===== config.mk =====
export PLATFORM = sky130hd
export DESIGN_NAME = packed_code_unpack_dequantize
export DESIGN_NICKNAME = d
export VERILOG_FILES = /design/src/rtl/pcud_pkg.sv /design/src/rtl/packed_code_unpack_dequantize.sv /design/src/rtl/pcud_front.sv /design/src/rtl/pcud_back.sv
export SDC_FILE = /design/constraint.sdc
export NUM_CORES = 1
export LEC_CHECK = 0
export BUFFER_PORTS_ARGS = -buffer_cell sky130_fd_sc_hd__clkbuf_2
export CORE_ASPECT_RATIO = 0.8
export CORE_MARGIN = 2
export CORE_UTILIZATION = 45
export CTS_BUF_LIST = sky130_fd_sc_hd__clkbuf_8
export DETAILED_ROUTE_END_ITERATION = 10
export GPL_TIMING_DRIVEN = 0
export PLACE_DENSITY = 0.7
export SLEW_MARGIN = 20
export SYNTH_ARGS = -nofsm -noshare
export SYNTH_HDL_FRONTEND = slang
export SYNTH_HIERARCHICAL = 1
export SYNTH_SLANG_ARGS = --single-unit

===== constraint.sdc =====
create_clock -name aclk -period 5.1 [get_ports aclk]
set_input_delay 0.255 -clock aclk [delete_from_list [all_inputs] [get_ports aclk]]
set_output_delay 0.255 -clock aclk [all_outputs]
set_load 0.01 [all_outputs]

===== src/rtl/pcud_pkg.sv =====
`timescale 1ns / 1ps
`default_nettype none
// ----------------------------------------------------------------------------
// Packed code unpack and dequantize: shared definitions
// Transfer types, widths, reset values and the code width helper.
// ----------------------------------------------------------------------------
package pcud_pkg;

    localparam int BYTE_W      = 8;
    localparam int CFG_W       = 4;
    localparam int BUF_W       = 15;
    localparam int CNT_W       = 4;
    localparam int QUEUE_DEPTH = 2;

    localparam logic [CFG_W-1:0] BITS_PER_CODE_RESET = 4'd7;

    typedef struct packed {
        logic [BYTE_W-1:0] code_byte;
        logic              restart;
    } in_item_t;

    typedef struct packed {
        logic [BYTE_W-1:0] sample;
        logic              last_of_byte;
    } out_item_t;

    // A width of zero acts as one, and anything above eight acts as eight.
    function automatic logic [CNT_W-1:0] code_width(input logic [CFG_W-1:0] bpc);
        logic [CNT_W-1:0] n;
        if (bpc == 4'd0) begin
            n = 4'd1;
        end else if (bpc > 4'd8) begin
            n = 4'd8;
        end else begin
            n = bpc;
        end
        return n;
    endfunction

endpackage
`default_nettype wire


===== src/rtl/packed_code_unpack_dequantize.sv =====
`timescale 1ns / 1ps
`default_nettype none
// ----------------------------------------------------------------------------
// Packed code unpack and dequantize
// Unpacks N-bit codes packed MSB first from a byte stream and rebuilds each
// code at the midpoint of its interval as an 8-bit sample.
// ----------------------------------------------------------------------------
// Channel   Direction  Handshake            Carries
// s_        in         s_valid / s_ready    code_byte, restart
// m_        out        m_valid / m_ready    sample, last_of_byte
// cfg_      in         cfg_valid/cfg_ready  bits_per_code (4 bits)
//
// A byte is first loaded into the bit buffer and then yields one sample per
// cycle while the result is not stalled; the back end has a single
// extraction path. The input queue keeps accepting while it has room and the
// back end works. Reset empties the queue, the buffer and the output
// register and sets the code width to 7. A stalled result holds the back end.
// ----------------------------------------------------------------------------
module packed_code_unpack_dequantize #(
    parameter int QUEUE_DEPTH = pcud_pkg::QUEUE_DEPTH
) (
    input  wire                           aclk,
    input  wire                           aresetn,
    input  wire                           s_valid,
    output logic                          s_ready,
    input  pcud_pkg::in_item_t            s_item,
    output logic                          m_valid,
    input  wire                           m_ready,
    output pcud_pkg::out_item_t           m_item,
    input  wire                           cfg_valid,
    output logic                          cfg_ready,
    input  wire  [pcud_pkg::CFG_W-1:0]    cfg_data
);
    import pcud_pkg::*;

    logic [CFG_W-1:0] bpc_reg;
    logic             cfg_we;
    logic             q_valid, q_ready;
    in_item_t         q_item;

    assign cfg_ready = 1'b1;
    assign cfg_we    = cfg_valid && cfg_ready;

    always_ff @(posedge aclk) begin
        if (!aresetn) begin
            bpc_reg <= BITS_PER_CODE_RESET;
        end else if (cfg_we) begin
            bpc_reg <= cfg_data;
        end
    end

    pcud_front #(
        .QUEUE_DEPTH (QUEUE_DEPTH)
    ) u_front (
        .aclk    (aclk),
        .aresetn (aresetn),
        .s_valid (s_valid),
        .s_ready (s_ready),
        .s_item  (s_item),
        .q_valid (q_valid),
        .q_ready (q_ready),
        .q_item  (q_item)
    );

    pcud_back u_back (
        .aclk          (aclk),
        .aresetn       (aresetn),
        .bits_per_code (bpc_reg),
        .cfg_clear     (cfg_we),
        .q_valid       (q_valid),
        .q_ready       (q_ready),
        .q_item        (q_item),
        .m_valid       (m_valid),
        .m_ready       (m_ready),
        .m_item        (m_item)
    );

endmodule
`default_nettype wire


===== src/rtl/pcud_front.sv =====
`timescale 1ns / 1ps
`default_nettype none
// ----------------------------------------------------------------------------
// Packed code unpack and dequantize: front end
// Accepts input bytes and holds them in a short queue for the back end.
// ----------------------------------------------------------------------------
module pcud_front #(
    parameter int QUEUE_DEPTH = pcud_pkg::QUEUE_DEPTH
) (
    input  wire                 aclk,
    input  wire                 aresetn,
    input  wire                 s_valid,
    output logic                s_ready,
    input  pcud_pkg::in_item_t  s_item,
    output logic                q_valid,
    input  wire                 q_ready,
    output pcud_pkg::in_item_t  q_item
);
    import pcud_pkg::*;

    localparam int AW = (QUEUE_DEPTH > 1) ? $clog2(QUEUE_DEPTH) : 1;
    localparam int CW = $clog2(QUEUE_DEPTH + 1);

    in_item_t        entry_reg [QUEUE_DEPTH];
    logic [AW-1:0]   wr_ptr_reg, wr_ptr_next;
    logic [AW-1:0]   rd_ptr_reg, rd_ptr_next;
    logic [CW-1:0]   fill_reg, fill_next;
    logic            push, pop;

    assign s_ready = (fill_reg != CW'(QUEUE_DEPTH));
    assign q_valid = (fill_reg != '0);
    assign q_item  = entry_reg[rd_ptr_reg];
    assign push    = s_valid && s_ready;
    assign pop     = q_valid && q_ready;

    always_comb begin
        wr_ptr_next = wr_ptr_reg;
        rd_ptr_next = rd_ptr_reg;
        fill_next   = fill_reg;
        if (push) begin
            wr_ptr_next = (wr_ptr_reg == AW'(QUEUE_DEPTH - 1)) ? '0 : wr_ptr_reg + 1'b1;
        end
        if (pop) begin
            rd_ptr_next = (rd_ptr_reg == AW'(QUEUE_DEPTH - 1)) ? '0 : rd_ptr_reg + 1'b1;
        end
        if (push && !pop) begin
            fill_next = fill_reg + 1'b1;
        end else if (pop && !push) begin
            fill_next = fill_reg - 1'b1;
        end
    end

    always_ff @(posedge aclk) begin
        if (!aresetn) begin
            wr_ptr_reg <= '0;
            rd_ptr_reg <= '0;
            fill_reg   <= '0;
        end else begin
            wr_ptr_reg <= wr_ptr_next;
            rd_ptr_reg <= rd_ptr_next;
            fill_reg   <= fill_next;
        end
    end

    always_ff @(posedge aclk) begin
        if (push) begin
            entry_reg[wr_ptr_reg] <= s_item;
        end
    end

endmodule
`default_nettype wire


===== src/rtl/pcud_back.sv =====
`timescale 1ns / 1ps
`default_nettype none
// ----------------------------------------------------------------------------
// Packed code unpack and dequantize: back end
// Holds the bit buffer, extracts one code per cycle while the result is not stalled, and drives the result.
// ----------------------------------------------------------------------------
module pcud_back (
    input  wire                           aclk,
    input  wire                           aresetn,
    input  wire  [pcud_pkg::CFG_W-1:0]    bits_per_code,
    input  wire                           cfg_clear,
    input  wire                           q_valid,
    output logic                          q_ready,
    input  pcud_pkg::in_item_t            q_item,
    output logic                          m_valid,
    input  wire                           m_ready,
    output pcud_pkg::out_item_t           m_item
);
    import pcud_pkg::*;

    logic [BUF_W-1:0]  buf_reg, buf_next;
    logic [CNT_W-1:0]  cnt_reg, cnt_next;
    logic              m_valid_reg, m_valid_next;
    out_item_t         m_item_reg, m_item_next;

    logic [CNT_W-1:0]  n;
    logic [BUF_W-1:0]  aligned;
    logic [BYTE_W-1:0] window, hi_mask, half;
    logic [BUF_W-1:0]  kept;
    logic              can_emit, room, emit, load;

    assign n        = code_width(bits_per_code);
    assign aligned  = buf_reg << (CNT_W'(BUF_W) - cnt_reg);
    assign window   = aligned[BUF_W-1 -: BYTE_W];
    assign hi_mask  = ~(8'hFF >> n);
    assign half     = 8'h80 >> n;
    assign can_emit = (cnt_reg >= n);
    assign room     = !m_valid_reg || m_ready;
    assign emit     = can_emit && room;
    assign q_ready  = !can_emit && !cfg_clear;
    assign load     = q_valid && q_ready;
    assign kept     = q_item.restart ? '0 : buf_reg;

    always_comb begin
        buf_next     = buf_reg;
        cnt_next     = cnt_reg;
        m_valid_next = m_valid_reg;
        m_item_next  = m_item_reg;
        if (m_valid_reg && m_ready) begin
            m_valid_next = 1'b0;
        end
        if (cfg_clear) begin
            buf_next = '0;
            cnt_next = '0;
        end else if (load) begin
            buf_next = {kept[BUF_W-BYTE_W-1:0], q_item.code_byte};
            cnt_next = (q_item.restart ? '0 : cnt_reg) + CNT_W'(BYTE_W);
        end else if (emit) begin
            cnt_next                 = cnt_reg - n;
            m_valid_next             = 1'b1;
            m_item_next.sample       = (window & hi_mask) | half;
            m_item_next.last_of_byte = ({1'b0, cnt_reg} < {n, 1'b0});
        end
    end

    always_ff @(posedge aclk) begin
        if (!aresetn) begin
            buf_reg     <= '0;
            cnt_reg     <= '0;
            m_valid_reg <= 1'b0;
        end else begin
            buf_reg     <= buf_next;
            cnt_reg     <= cnt_next;
            m_valid_reg <= m_valid_next;
        end
    end

    always_ff @(posedge aclk) begin
        m_item_reg <= m_item_next;
    end

    assign m_valid = m_valid_reg;
    assign m_item  = m_item_reg;

endmodule
`default_nettype wire


After elaboration in Yosys (flattened, before gate mapping)
Memory sizes are Yosys's and may differ from the RTL's. A register that Yosys moved wholly into a read port is not among the register bits. Index checks and enable logic that the tools add are counted.

Flip-flop bits (word level): 37. RAM bits: 18. Input bits: 18. Output and inout port bits: 12. Logic and storage cells: 67. Memories kept: 1.

Add/sub/neg operators: 7. Order comparisons: 3. Eq/ne operators: 1. Shifts and indexed selects: 3. Multiplexer cells: 18. Bitwise operators: 6. Reduce and logical (&&, ||, !) cells: 19.

Memory list: u_front.entry_reg (words 2, width 9, rd ports 1, clocked after Yosys merged registers in 1, write ports 1, RTL line pcud_front.sv:24) `in_item_t entry_reg [QUEUE_DEPTH];`.

Operators by type and width (number): $mux 4 (5); $shr 8x4->8 const A (2); $shl 15x4->15 (1); $mux 1 (10); $and 8x8->8 (1); $not 8->8 (1); $or 8x8->8 (1); $logic_and 1x1->1 (7); $mux 7 (1); $reduce_bool 2->1 (3); $logic_not 1->1 (5); $lt 4x5->1 (1); $add 4x4->4 const B (1); $ge 4x4->1 (1); $gt 4x4->1 const B (1); $logic_not 4->1 (1); $mux 2 (2); $sub 4x4->4 (1); $sub 4x4->4 const A (1); $not 1->1 (3); $reduce_and 3->1 (1); $add 1x1->1 const B (2); $add 2x1->2 const B (1); $ne 2x2->1 const B (1); 3 further kinds (3).

Logic depth before layout (Yosys ltp)
Gate-level depths: netlist of the first run.

Depth in word-level cells: 10. Depth in mapped cells: 15.

By module
The synthesis of the first run kept the hierarchy.

Modules (own cells, without submodules): pcud_back (instances 1, cells an instance 217, area each 1988.2 um^2, sequential area each 670.6 um^2); pcud_front (instances 1, cells an instance 52, area each 889.6 um^2, sequential area each 640.6 um^2); packed_code_unpack_dequantize (instances 1, cells an instance 15, area each 153.9 um^2, sequential area each 80.1 um^2).

Least setup slack after synthesis of the first run
No wires, ideal clock.

Path type: reg-to-reg. From: register u_back.cnt_reg[0]. To: register u_front.fill_reg[1]. Setup time: 0.070 ns. Data arrival time: 2.717 ns. Required time: 5.030 ns. Setup slack: 2.313 ns. Stages on the path, launching flop included: 14. Buffers on the path: 2. Clock period less this slack: 2.787 ns. Cell sequence: dfxtp_1 -> buf_6 -> buf_2 -> inv_2 -> ha_1 -> inv_1 -> fa_1 -> a21oi_1 -> o21ai_0 -> nor2_1 -> o21ai_1 -> ha_1 -> or3_1 -> a21boi_1.

Word-level cells in the longest chain between the ends: 7. Elaborated cells between the ends (all ways): 9. Classes of those cells: 1 x order compare; 1 x mux; 7 x reduce/logical.

Ends and longest elaborated chain: start: declaration (RTL line pcud_back.sv:22) `logic [CNT_W-1:0] cnt_reg, cnt_next;`; start signal: assignment (RTL line pcud_back.sv:73) `cnt_reg <= cnt_next;`; $ge 4x4->1 (*) (RTL line pcud_back.sv:37) `assign can_emit = (cnt_reg >= n);`; $logic_not 1->1 (*) (RTL line pcud_back.sv:40) `assign q_ready = !can_emit && !cfg_clear;`; $logic_and 1x1->1 (*) (RTL line pcud_back.sv:40); via q_ready (RTL line packed_code_unpack_dequantize.sv:38) `logic q_valid, q_ready;`; $logic_and 1x1->1 (*) (RTL line pcud_front.sv:34) `assign pop = q_valid && q_ready;`; $logic_not 1->1 (RTL line pcud_front.sv:46) `if (push && !pop) begin`; $logic_and 1x1->1 (RTL line pcud_front.sv:46); $mux 2 / $reduce_bool 2->1 (equally long branches); end signal: assignment (RTL line pcud_front.sv:61) `fill_reg <= fill_next;`; end: declaration (RTL line pcud_front.sv:27) `logic [CW-1:0] fill_reg, fill_next;`.

The timed path passes the listed nets; every way through them passes the cells marked *. A chain may end at the register's enable or synchronous reset.

Worst setup path after layout of the first run
Ends and elaborated chain as after synthesis.

==> impl_metrics.env, run 1 <==
export IMPL_portBuffers=28
export IMPL_multiInputGateArea_um2=1520
export IMPL_wl_per_cell_um=14.6
export IMPL_vdd_drop_max_mv=0.218
export IMPL_synth_ff_type="dfxtp_1"
export IMPL_slew_headroom_pct=49.1
export IMPL_grt_pass1_wl_um=9840
export IMPL_worst_pin_slew_ns=0.759
export IMPL_max_cap_viol_count=0
export IMPL_worstHoldPathType="in -> reg"
export IMPL_cts_buffers_inserted=5
export IMPL_worstPathRequired_ns=5.35
export IMPL_core_um2=6440
export IMPL_cts_sinks=56
export IMPL_fin_area_um2=3370
export IMPL_clk_pin_slew_ns=0.10
export IMPL_netlist_instances=284
export IMPL_path_max_fanout=10
export IMPL_clk_latency_ns=0.31
export IMPL_cts_resized=0
export IMPL_leakagePower_nw=1.24
export IMPL_vias=2233
export IMPL_track_usage_pct=16.7
export IMPL_postCtsHoldBufs=0
export IMPL_dieArea_um2=7410
export IMPL_status="finished, final reports clean"
export IMPL_skew_ns=0.00670
export IMPL_grt_pass1_vias=2057
export IMPL_path_class="reg -> reg"
export IMPL_yosys_warnings=6
export IMPL_hold_violations=0
export IMPL_syn_nets=310
export IMPL_cp_end_kind="flop"
export IMPL_syn_area_per_cell_um2=10.7
export IMPL_synth_cell_types=54
export IMPL_antenna_found_initial=0
export IMPL_synth_edff_count=27
export IMPL_cp_start_kind="flop"
export IMPL_seq_area_frac_synth_pct=45.9
export IMPL_cts_path_max_buffers=2
export IMPL_postCtsSetupBuffers=0
export IMPL_dpl_cell_area_um2=3280
export IMPL_largest_reg_flops=18
export IMPL_synthArstFlopShare_pct=0
export IMPL_crit_start="u_back/cnt_reg[0]$_SDFFE_PP0P_"
export IMPL_cts_root_buf="clkbuf_8"
export IMPL_dieWidth_um=95.8
export IMPL_worstHoldStart="s_item[2]"
export IMPL_rsz0062_at_grt="false"
export IMPL_rows=26
export IMPL_cts_tree="yes"
export IMPL_worst_endpoint_arrival_ns=3.41
export IMPL_vias_per_cell=5.53
export IMPL_drt_pass1_iter_count=4
export IMPL_antennaDiodeCount=0
export IMPL_setup_tns_ns=0
export IMPL_fillers=598
export IMPL_antenna_left=0
export IMPL_initial_core_util_pct=47.1
export IMPL_io_pins=30
export IMPL_setup_viol=0
export IMPL_layout_drive_gt1_share_pct=21.9
export IMPL_fmaxAchievable_ghz=0.316
export IMPL_rr_startpoint="u_back/cnt_reg[0]$_SDFFE_PP0P_"
export IMPL_drtIter0Drc=126
export IMPL_grt_max_degree=19
export IMPL_gp_congestion=0.878
export IMPL_routed_wl_um=5910
export IMPL_drc=0
export IMPL_maxSlewViolCount=0
export IMPL_h_tree_depth=2
export IMPL_fin_nets=345
export IMPL_syn_to_final_growth_pct=11.2
export IMPL_dpl_hpwl_um=4330
export IMPL_fin_crit_ns=3.17
export IMPL_synthesis_area_um2=3030
export IMPL_ys_ff_latch=56
export IMPL_register_area_um2=1390
export IMPL_chipHeight_um=77.4
export IMPL_grt_ovfl_total=0
export IMPL_period_share_pct=62.1
export IMPL_power_density_nw_per_um2=328
[per-stage QoR]
| step | worst slack [ns] | cells | util, % | total power, W | hold WS (ns) |
|---|---|---|---|---|---|
| 6_report | 1.93 | 404 | 52.4 | 0.00111 | 0.128 |
| 2_1_floorplan | 2.31 | 284 | - | 0.000792 | 0.317 |
| 5_1_grt | 1.74 | 404 | 52.4 | 0.00118 | 0.115 |
| 4_1_cts | 1.95 | 404 | 52.4 | 0.00112 | 0.110 |
| 3_5_place_dp | 1.98 | 396 | 51.0 | 0.000868 | 0.447 |
| 3_3_place_gp | 2.03 | 396 | 50.9 | 0.000860 | 0.443 |
[worst paths after layout]
| check | to | slack (ns) | depth (start not counted) |
|---|---|---|---|
| min | u_front/entry_reg[0][2]$_DFFE_PP_ | 0.13 | 1 |
| max reg2reg | u_front/fill_reg[1]$_SDFFE_PN0P_ | 1.93 | 13 |
| max | u_front/fill_reg[1]$_SDFFE_PN0P_ | 1.93 | 13 |
| min reg2reg | u_back/buf_reg[14]$_SDFFE_PP0P_ | 0.46 | 2 |
[synth_stat cells, types with 2 or more instances]
cell type,number,area [um2]
mux4_1,2,52.6
o211ai_1,6,45.0
a21oi_1,23,115
clkbuf_1,9,33.8
xnor2_1,2,17.5
nand2b_1,3,18.8
nand2_1,35,131
and2_1,5,31.3
buf_4,2,15.0
buf_2,7,35.0
xor2_1,2,17.5
mux4_2,7,158
mux2_2,11,124
o21a_1,2,15.0
a22oi_1,2,15.0
and3_1,3,18.8
a31oi_1,5,31.3
edfxtp_1,27,811
ha_1,7,87.6
nand3_1,4,20.0
o21ai_0,6,30.0
or3_1,3,18.8
nor3_1,5,25.0
inv_1,4,15.0
dfxtp_1,29,581
nor2_1,10,37.5
nor2b_1,6,37.5
mux2i_1,19,190
nand3b_1,13,97.6
[worst max-delay path: stages, from the launching register on]
cell and delay [ns]:
dfxtp_1 0.32, buf_6 0.13, buf_2 0.19, inv_2 0.21, ha_1 0.20, inv_1 0.06
fa_1 0.42, a21oi_1 0.26, o21ai_0 0.22, nor2_1 0.14, o21ai_1 0.12, ha_1 0.33
or3_1 0.36, a21boi_1 0.13
[cells by family (layout without fill, tap and decap cells)]
| group | after synthesis | in the layout | share of synthesized area (%) |
|---|---|---|---|
| and+or+nand+nor | 92 | 92 | 15.9 |
| AOI/OAI and AO/OA | 58 | 58 | 12.1 |
| DFF | 56 | 56 | 45.9 |
| muxes | 39 | 39 | 17.3 |
| buffers and inverters | 26 | 62 | 4.04 |
| adders and majority gates | 8 | 8 | 3.55 |
| xor gates and xnor gates | 4 | 4 | 1.16 |
| other | 1 | 1 | 0.124 |
[area by class of cell]
type / count / area share (%)
Multi-Input combinational cell: 202 / 45.2
Sequential cell: 56 / 41.3
Timing Repair Buffer: 28 / 4.16
Tap cell: 84 / 3.12
Buffer: 21 / 3.08
Clock buffer: 5 / 2.04
Clock inverter: 3 / 0.631
Inverter: 5 / 0.557
[routing by layer]
metal / wire length (um) / vias to the layer above / GRT usage, %
met5: 0 / - / 0
met1: 2840 / 1043 / 23.7
met3: 360 / 6 / 4.08
met4: 53 / 0 / 6.14
li1: - / 1110 / -
met2: 2660 / 74 / 24.8
[where the power goes]
part | leakage (nW) | switching [W] | internal (W) | total, W
logic | 0.706 | 0.000168 | 0.000138 | 0.000306
registers | 0.486 | 0.0000299 | 0.000523 | 0.000553
clock network | 0.0445 | 0.000149 | 0.0000979 | 0.000247
total | 1.24 | 0.000347 | 0.000759 | 0.00111
[layout by cell type (no fill, tap or decap), types with 9 or more instances in the layout]
master    synthesis  layout
mux2i_1          19      19
edfxtp_1         27      27
a21oi_1          23      23
mux2_2           11      11
nand2_1          35      35
clkbuf_2          1      29
nand3b_1         13      13
nor2_1           10      10
dfxtp_1          29      29
clkbuf_1          9       9
Note: power is estimated with default switching activity, not from simulation.
==> inputs of run 2 (changes only) <==
==> constraint.sdc (replaced) <==
create_clock -name aclk -period 3.3 [get_ports aclk]
set_input_delay 0.165 -clock aclk [delete_from_list [all_inputs] [get_ports aclk]]
set_output_delay 0.165 -clock aclk [all_outputs]
set_load 0.01 [all_outputs]
==> impl_metrics.env, run 2 (synthesis results as in run 1) <==
export IMPL_worstPathRequired_ns=3.55
export IMPL_power_density_nw_per_um2=507
export IMPL_portBuffers=28
export IMPL_postCtsHoldBufs=0
export IMPL_period_share_pct=93.8
export IMPL_clk_latency_ns=0.31
export IMPL_grt_max_degree=19
export IMPL_rsz0062_at_grt="false"
export IMPL_grt_util_met2_pct=24.8
export IMPL_final_cell_mix="35 x nand2_1, 29 x clkbuf_2, 29 x dfxtp_1"
export IMPL_layout_commonest_cell="nand2_1"
export IMPL_dpl_cell_area_um2=3280
export IMPL_cts_buffers_inserted=5
export IMPL_clk_pin_slew_ns=0.10
export IMPL_cts_root_buf="clkbuf_8"
export IMPL_gp_congestion=0.878
export IMPL_track_usage_pct=16.7
export IMPL_register_area_um2=1390
export IMPL_grt_pass1_wl_um=9840
export IMPL_fin_ws_ns=0.204
export IMPL_io_pins=30
export IMPL_routed_wl_um=5910
export IMPL_antennaDiodeCount=0
export IMPL_vdd_drop_max_mv=0.336
export IMPL_layout_drive_gt1_share_pct=21.9
export IMPL_ff2ff_setup_slack_ns=0.20
export IMPL_hold_violations=0
export IMPL_cts_path_max_buffers=2
export IMPL_path_max_fanout=10
export IMPL_fmaxAchievable_ghz=0.323
export IMPL_dieWidth_um=95.8
export IMPL_leakagePower_nw=1.24
export IMPL_setup_tns_ns=0
export IMPL_cts_sinks=56
export IMPL_skew_ns=0.00670
export IMPL_h_tree_depth=2
export IMPL_max_cap_viol_count=0
export IMPL_antenna_found_initial=0
export IMPL_slew_headroom_pct=49.1
export IMPL_cp_end_kind="flop"
export IMPL_antenna_left=0
export IMPL_chipHeight_um=77.4
export IMPL_worstHoldPathType="in -> reg"
export IMPL_cp_start_kind="flop"
export IMPL_drt_pass1_iter_count=4
export IMPL_layoutNonFillerInstCount=404
export IMPL_initial_core_util_pct=47.1
export IMPL_syn_to_final_growth_pct=11.2
export IMPL_rows=26
export IMPL_dpl_cell_count=396
export IMPL_status="finished, final reports clean"
export IMPL_fin_crit_ns=3.10
export IMPL_vias_per_cell=5.52
export IMPL_fillers=598
export IMPL_grtUsageMet3_pct=4.08
export IMPL_setup_viol=0
export IMPL_drtIter0Drc=131
export IMPL_fin_nets=345
export IMPL_maxSlewViolCount=0
export IMPL_busiest_layer="met2"
export IMPL_vias=2231
export IMPL_wl_per_cell_um=14.6
export IMPL_grt_ovfl_total=0
export IMPL_cts_tree="yes"
export IMPL_worst_endpoint_arrival_ns=3.34
export IMPL_place_ws_ns=0.178
export IMPL_use_met1_pct=23.7
export IMPL_path_class="reg -> reg"
export IMPL_drc=0
export IMPL_fin_area_um2=3370
export IMPL_dpl_hpwl_um=4330
export IMPL_worst_pin_slew_ns=0.759
export IMPL_grt_pass1_vias=2057
export IMPL_multiInputGateArea_um2=1520
export IMPL_core_um2=6440
export IMPL_dieArea_um2=7410
export IMPL_largest_reg_flops=18
-- run 2: repair_timing --
| item | in CTS | in global routing |
|---|---|---|
| endpoints found under the setup margin | 0 | 1 |
| gates resized for setup | 0 | 1 |
| setup buffers | 0 | 0 |
-- run 2: where the power goes --
group          total (W)  switching (W)  internal [W]
Sequential      0.000854      0.0000463      0.000808
Combinational   0.000474       0.000260      0.000214
Clock           0.000381       0.000230      0.000151
Total            0.00171       0.000536       0.00117
-- run 2: layout make-up --
| class | count | area share [%] |
|---|---|---|
| timing repair buffer | 28 | 4.16 |
| clock inverter | 3 | 0.631 |
| buffer | 21 | 3.08 |
| tap | 84 | 3.12 |
| sequential | 56 | 41.3 |
| multi-input combinational | 202 | 45.2 |
| inverter | 5 | 0.557 |
| clock buffer | 5 | 2.04 |
-- run 2: final timing paths --
| kind | startpoint | endpoint | cells past startpoint |
|---|---|---|---|
| setup / recovery | u_back/cnt_reg[0]$_SDFFE_PP0P_ | u_front/fill_reg[1]$_SDFFE_PN0P_ | 13 |
| hold / removal | s_item[2] | u_front/entry_reg[0][2]$_DFFE_PP_ | 1 |
| setup reg to reg | u_back/cnt_reg[0]$_SDFFE_PP0P_ | u_front/fill_reg[1]$_SDFFE_PN0P_ | 13 |
| hold reg to reg | u_back/buf_reg[14]$_SDFFE_PP0P_ | u_back/buf_reg[14]$_SDFFE_PP0P_ | 2 |
-- run 2: worst max-delay path: stages (launching register included) --
cell and delay [ns]:
dfxtp_1 0.32, buf_6 0.13, buf_2 0.19, inv_2 0.21
ha_1 0.20, inv_1 0.05, fa_1 0.42, a21oi_1 0.27
o21ai_1 0.17, nor2_1 0.13, o21ai_1 0.11, ha_1 0.33
or3_1 0.36, a21boi_1 0.13
-- run 2: through the flow --
stage / total power (W) / utilization, % / hold WS (ns)
after floorplan: 0.00122 / - / 0.227
after global placement: 0.00133 / 50.9 / 0.353
after detailed placement: 0.00134 / 51.0 / 0.357
after CTS: 0.00173 / 52.4 / 0.0199
after global routing: 0.00182 / 52.4 / 0.0247
final: 0.00171 / 52.4 / 0.0385
-- run 2: metal layers --
| metal | share of wire (%) | up-vias |
|---|---|---|
| li1 | - | 1110 |
| met1 | 48 | 1040 |
| met2 | 45 | 75 |
| met3 | 6.3 | 6 |
| met4 | 0.90 | 0 |
| met5 | 0 | - |
